===== src/hdl/glyph_column_blit_1bpp_assert.svh =====
// Assertion macros for the glyph column blit block.
// Each macro samples on the rising edge of clk and is disabled while rst_n is low.
`ifndef GLYPH_COLUMN_BLIT_1BPP_ASSERT_SVH
`define GLYPH_COLUMN_BLIT_1BPP_ASSERT_SVH

`ifndef SYNTH
// Same-cycle implication.
`define GCB_ASSERT_NOW(lbl, ante, cons) \
  lbl: assert property (@(posedge clk) disable iff (!rst_n) (ante) |-> (cons)) \
    else $error("glyph blit check failed");
// Next-cycle implication.
`define GCB_ASSERT_NEXT(lbl, ante, cons) \
  lbl: assert property (@(posedge clk) disable iff (!rst_n) (ante) |=> (cons)) \
    else $error("glyph blit check failed");
`else
`define GCB_ASSERT_NOW(lbl, ante, cons)
`define GCB_ASSERT_NEXT(lbl, ante, cons)
`endif

`endif


===== src/hdl/gcb_pkg.sv =====
`timescale 1ns / 1ps

package gcb_pkg;

  localparam int NUM_COLUMNS      = 250;
  localparam int BYTES_PER_COLUMN = 16;
  localparam int STORE_BYTES      = NUM_COLUMNS * BYTES_PER_COLUMN;
  localparam int ADDR_W           = $clog2(STORE_BYTES);

  // Widest glyph and widest span of bytes one draw touches
  localparam int GLYPH_MAX_BYTES  = 4;
  localparam int SPAN_BYTES       = GLYPH_MAX_BYTES + 1;
  localparam int SPAN_IDX_W       = $clog2(SPAN_BYTES + 1);

  // Linear draw address: column * bytes + row byte + span offset
  localparam int SPAN_W = $clog2(256 * BYTES_PER_COLUMN + 16 + SPAN_BYTES + 1);

  localparam logic [1:0] CMD_CLEAR = 2'd0;
  localparam logic [1:0] CMD_DRAW  = 2'd1;
  localparam logic [1:0] CMD_READ  = 2'd2;

  localparam logic [7:0] WHITE_BYTE = 8'hFF;

  typedef struct packed {
    logic [1:0]  cmd;
    logic [7:0]  column_x;
    logic [6:0]  pixel_row;
    logic [31:0] glyph_bits;
    logic        tall_font;
    logic        no_invert;
    logic [11:0] read_address;
  } gcb_in_t;

  typedef struct packed {
    logic [7:0] read_data;
    logic       out_of_range;
  } gcb_out_t;

  typedef struct packed {
    logic [SPAN_BYTES-1:0][7:0] bytes;
    logic [7:0]                 keep_low;
  } gcb_align_t;

endpackage


===== src/hdl/gcb_glyph_align.sv =====
`timescale 1ns / 1ps

module gcb_glyph_align (
  input  logic [31:0]         glyph_bits,
  input  logic                tall_font,
  input  logic                no_invert,
  input  logic [2:0]          bit_shift,
  output gcb_pkg::gcb_align_t align
);
  import gcb_pkg::*;

  logic [SPAN_BYTES-1:0][7:0] glyph_b;
  logic [SPAN_BYTES*8-1:0]    col_w;
  logic [SPAN_BYTES*8-1:0]    shifted_w;
  logic [7:0]                 raw_b;

  always_comb begin
    // invert where asked; short glyphs drop the upper two bytes
    for (int j = 0; j < SPAN_BYTES; j++) begin
      if (j < GLYPH_MAX_BYTES) begin
        raw_b = glyph_bits[8*j +: 8];
      end else begin
        raw_b = 8'h00;
      end
      if ((j < 2 || tall_font) && j < GLYPH_MAX_BYTES) begin
        glyph_b[j] = no_invert ? raw_b : ~raw_b;
      end else begin
        glyph_b[j] = 8'h00;
      end
    end
    // byte 0 sits at the top (MSB end) of the column word
    for (int j = 0; j < SPAN_BYTES; j++) begin
      col_w[(SPAN_BYTES-1-j)*8 +: 8] = glyph_b[j];
    end
    shifted_w = col_w >> bit_shift;
    for (int j = 0; j < SPAN_BYTES; j++) begin
      align.bytes[j] = shifted_w[(SPAN_BYTES-1-j)*8 +: 8];
    end
    align.keep_low = WHITE_BYTE >> bit_shift;
  end

endmodule


===== config.mk =====
export PLATFORM = sky130hd
export DESIGN_NAME = gcb_glyph_align
export DESIGN_NICKNAME = d
export VERILOG_FILES = /design/src/hdl/glyph_column_blit_1bpp_assert.svh /design/src/hdl/gcb_pkg.sv /design/src/hdl/gcb_glyph_align.sv
export SDC_FILE = /design/constraint.sdc
export NUM_CORES = 1
export LEC_CHECK = 0
export BUFFER_PORTS_ARGS = -buffer_cell sky130_fd_sc_hd__buf_2
export CAP_MARGIN = 20
export CORE_MARGIN = 8
export CORE_UTILIZATION = 47
export DETAILED_ROUTE_END_ITERATION = 8
export GPL_ROUTABILITY_DRIVEN = 0
export GPL_TIMING_DRIVEN = 0
export PLACE_DENSITY = 0.95
export SYNTH_ARGS = -nofsm -noshare
export SYNTH_HDL_FRONTEND = slang
export SYNTH_SLANG_ARGS = --single-unit

===== constraint.sdc =====
create_clock -name vclk -period 2.4
set_input_delay 0.48 -clock vclk [all_inputs]
set_output_delay 0.48 -clock vclk [all_outputs]
set_load 0.05 [all_outputs]

# Yosys cells after proc, flatten, opt, wreduce, memory -nomap -nowiden
# Index checks and enable logic that the tools add are counted.
# Widths: inputs -> output; s select.
# word_totals
regBits,0
out_inout_bits,48
inputBits,37
# op_classes
n_bitwise,4
n_mux,6
shifts,2
# op_table
op,count
$mux 8,6
$shr 40x3->40,1
$not 8->8,4
$shr 8x3->8 const A,1

# Depth between registers and ports, before layout
# depth
depth_word,4
depth_mapped,6
depth_no_buf,4

# Least setup slack after synthesis
# No wires, ideal clock.
# synth_path
path_type,input to output
from,input bit_shift[2]
to,output align[21] (netlist name)
t_arrival_ps,2471
path_stages,4
required_time_ps,1920
setup_slack_ps,-551
path_buffers,2
path_cell_list,buf_2 -> clkinv_1 -> buf_1 -> mux2i_1
# synth_rtl
element,line_no,text
start: declaration,gcb_glyph_align.sv:7,"input logic [2:0] bit_shift,"
end: declaration,gcb_glyph_align.sv:8,output gcb_pkg::gcb_align_t align

==> out/summary.md <==
The flow ran to the end, but the final reports show violations. The final reports fail on negative setup slack. The final net count is 314. The tightest hold path in the finished design has a slack of 1510 ps. For this block, the via count after detailed routing is 2009. For this run, the number of Yosys warnings is 0.

Counting every instance in the synthesized netlist gives 191. Maximum fanout along the worst path: 10. The worst setup path is launched from an input port.

The tools report the endpoint type of the worst setup path as an output port. The routed via count divided by cell count is 6.30, and the initial antenna violation count is 0. The post-route worst setup slack came out at -73.7 ps. For this design, the CTS-stage hold fixing added 0 buffers.

The run gives 286 as the number of DRC markers after the initial detailed-route iteration. The run gives 3050 um^2 as the placeable core region. Setup violations remaining at the end of the flow were counted as 9. In the layout the commonest cells are sky130_fd_sc_hd__buf_2, sky130_fd_sc_hd__mux2i_1, sky130_fd_sc_hd__xnor2_1. Along the worst hold path, the cell count comes to 3.

The worst setup path is of the in -> out kind. In the finished design the tool counted flip-flops and latches totalling 0. Summed over all cells, the static leakage comes to 1.05 nW.

Static timing analysis puts the maximum clock frequency at 404 MHz. Signal routing reaches up to met4. The data arrival at the endpoint of the critical path came out at 1990 ps. Counting the fill cells in the layout gives 202.

The total wirelength of the detailed-routed design is 6.51 mm, and the detailed placer's ending HPWL is 5.05 mm. The first global-routing pass estimated 9.90 mm of wire. The tools report the initial standard-cell utilization of the core as 49.5%.

The run gives 2067 as the number of global-route vias before repair. For the pin with the worst max-slew slack, the measured transition is 695 ps. Compared with the post-synthesis result, the final layout area differs by 58.9%. The vertical die dimension was 72.7 um. The worst-case IR drop observed on VDD is 0.196 mV.

The met1 wire length is 2.35 mm, and the sequential area share after synthesis is 0%. The tightest min-delay check is of the in -> out type. The area enclosed by the die boundary is 5290 um^2. The clock buffers instantiated in the layout total 0.

Number of unique standard cell types used by synthesis: 38. Dividing total power by cell area gives a power density of 424 nW/um^2. In the detailed route, the total length drawn on met3 is 651 um.

Shortest period the worst path allows: 2470 ps. Setup repair after global routing could not meet its margin everywhere. The count of nets left with antenna violations once routing finished came out at 0. In this run the tightest slew margin relative to its limit is 53.3%. The area taken by flip-flops and latches was 0 um^2; the detailed-route DRC error count was 0. The logs give 85 for the number of I/O pins and 5 for the number of search-and-repair iterations in the first detailed-routing pass. After detailed routing, the average wire length per cell comes to 20.4 um. STA puts the critical path data required time at 1920 ps. The average instance in the mapped netlist occupies 7.91 um^2. The die span in x is 72.7 um, and the total count of max-transition violations in the final report is 0. In the finished design, the share of the clock period the worst path needs comes to 103%. The overflow left after global routing came out at 0.

Input and output buffers added on the ports amount to 81. Max-cap violations in this run came to 0. The total count of hold-check failures in the final report was 0; the post-synthesis cell area was 1510 um^2.

After detailed routing, the met2 layer carries 3.12 mm of wire. The antenna diode instance count was 0. The post-route netlist has 57.1% of its cells at a drive strength greater than 1.

Timing analysis after detailed placement gives a worst setup slack of -205 ps. The library cell used most frequently in the layout, excluding fill and tap cells, is sky130_fd_sc_hd__buf_2. Entering global routing, the biggest net connects 11 pins.

The floorplan has 20 rows. Global routing usage summed across all routing layers: 22.8%. The post-synthesis net count is 228.

The design draws 1.02 mW.
-- cell usage after synthesis, drive strengths merged, types with 2 or more instances --
library cell | count | area share (%)
nand3 | 3 | 0.99
o22ai | 8 | 3.3
o22a | 8 | 4.6
a21oi | 3 | 0.99
xnor2 | 22 | 13
a221oi | 6 | 6.0
o21ai | 6 | 2.0
o2bb2ai | 3 | 1.7
nand2 | 4 | 0.99
conb | 2 | 0.50
mux2i | 46 | 30
o221ai | 7 | 4.1
clkbuf | 6 | 1.6
xor2 | 14 | 8.1
a21boi | 3 | 1.5
inv | 2 | 0.50
a22oi | 3 | 1.5
buf | 16 | 7.4
or2 | 2 | 0.83
o21a | 3 | 1.5
and2 | 2 | 0.83
nand2b | 2 | 0.83
nor2 | 12 | 3.0
-- power by group --
part / switching (mW) / internal [mW] / total (mW)
combinational: 0.670 / 0.350 / 1.02
clock: 0 / 0 / 0
sequential: 0 / 0 / 0
total: 0.670 / 0.350 / 1.02
-- cells by family after synthesis --
logic type	synth area share [%]
muxes	30.5
other	0.497
xor gates and xnor gates	20.9
AOI/OAI and AO/OA	29.6
buffers and inverters	9.77
and+or+nand+nor	8.86
-- metal layers --
layer | up-vias | track usage [%]
met1 | 923 | 25.0
met3 | 40 | 4.67
met4 | 0 | 10.9
li1 | 877 | -
met2 | 169 | 40.4
met5 | - | 0
-- per-stage QoR --
step                instance area [um^2]  std cells  TNS (ps)  utilization [%]
floorplan                           1710        191      -345                -
global placement                    2170        316      -750             71.1
detailed placement                  2170        316     -1640             71.1
CTS                                 2270        317     -24.2             74.4
global route                        2400        319     -1190             78.7
finish                              2400        319      -303             78.7
-- worst paths after layout --
check | startpoint | to | slack, ps
setup / recovery | bit_shift[0] | align[12] | -70
hold / removal | tall_font | align[42] | 1510
-- critical path: stages --
cell and delay, ps:
sky130_fd_sc_hd__buf_6 110, sky130_fd_sc_hd__buf_6 180, sky130_fd_sc_hd__mux2i_1 260, sky130_fd_sc_hd__xor2_1 340, sky130_fd_sc_hd__nor2_1 120, sky130_fd_sc_hd__a211oi_4 210, sky130_fd_sc_hd__buf_2 290
-- what timing repair did --
action	4_1_cts	5_1_grt
resized for setup	26	32
setup buffers	2	3
setup endpoints to repair	21	32
-- final cells by class --
type	instances	area, um^2	share of cell area, %
inverters	3	15.0	0.625
plain buffers	20	144	5.99
well taps	44	55.1	2.29
repair buffers	86	512	21.3
multi-input cells	166	1680	69.8
Note: power is estimated with default switching activity, not from simulation.
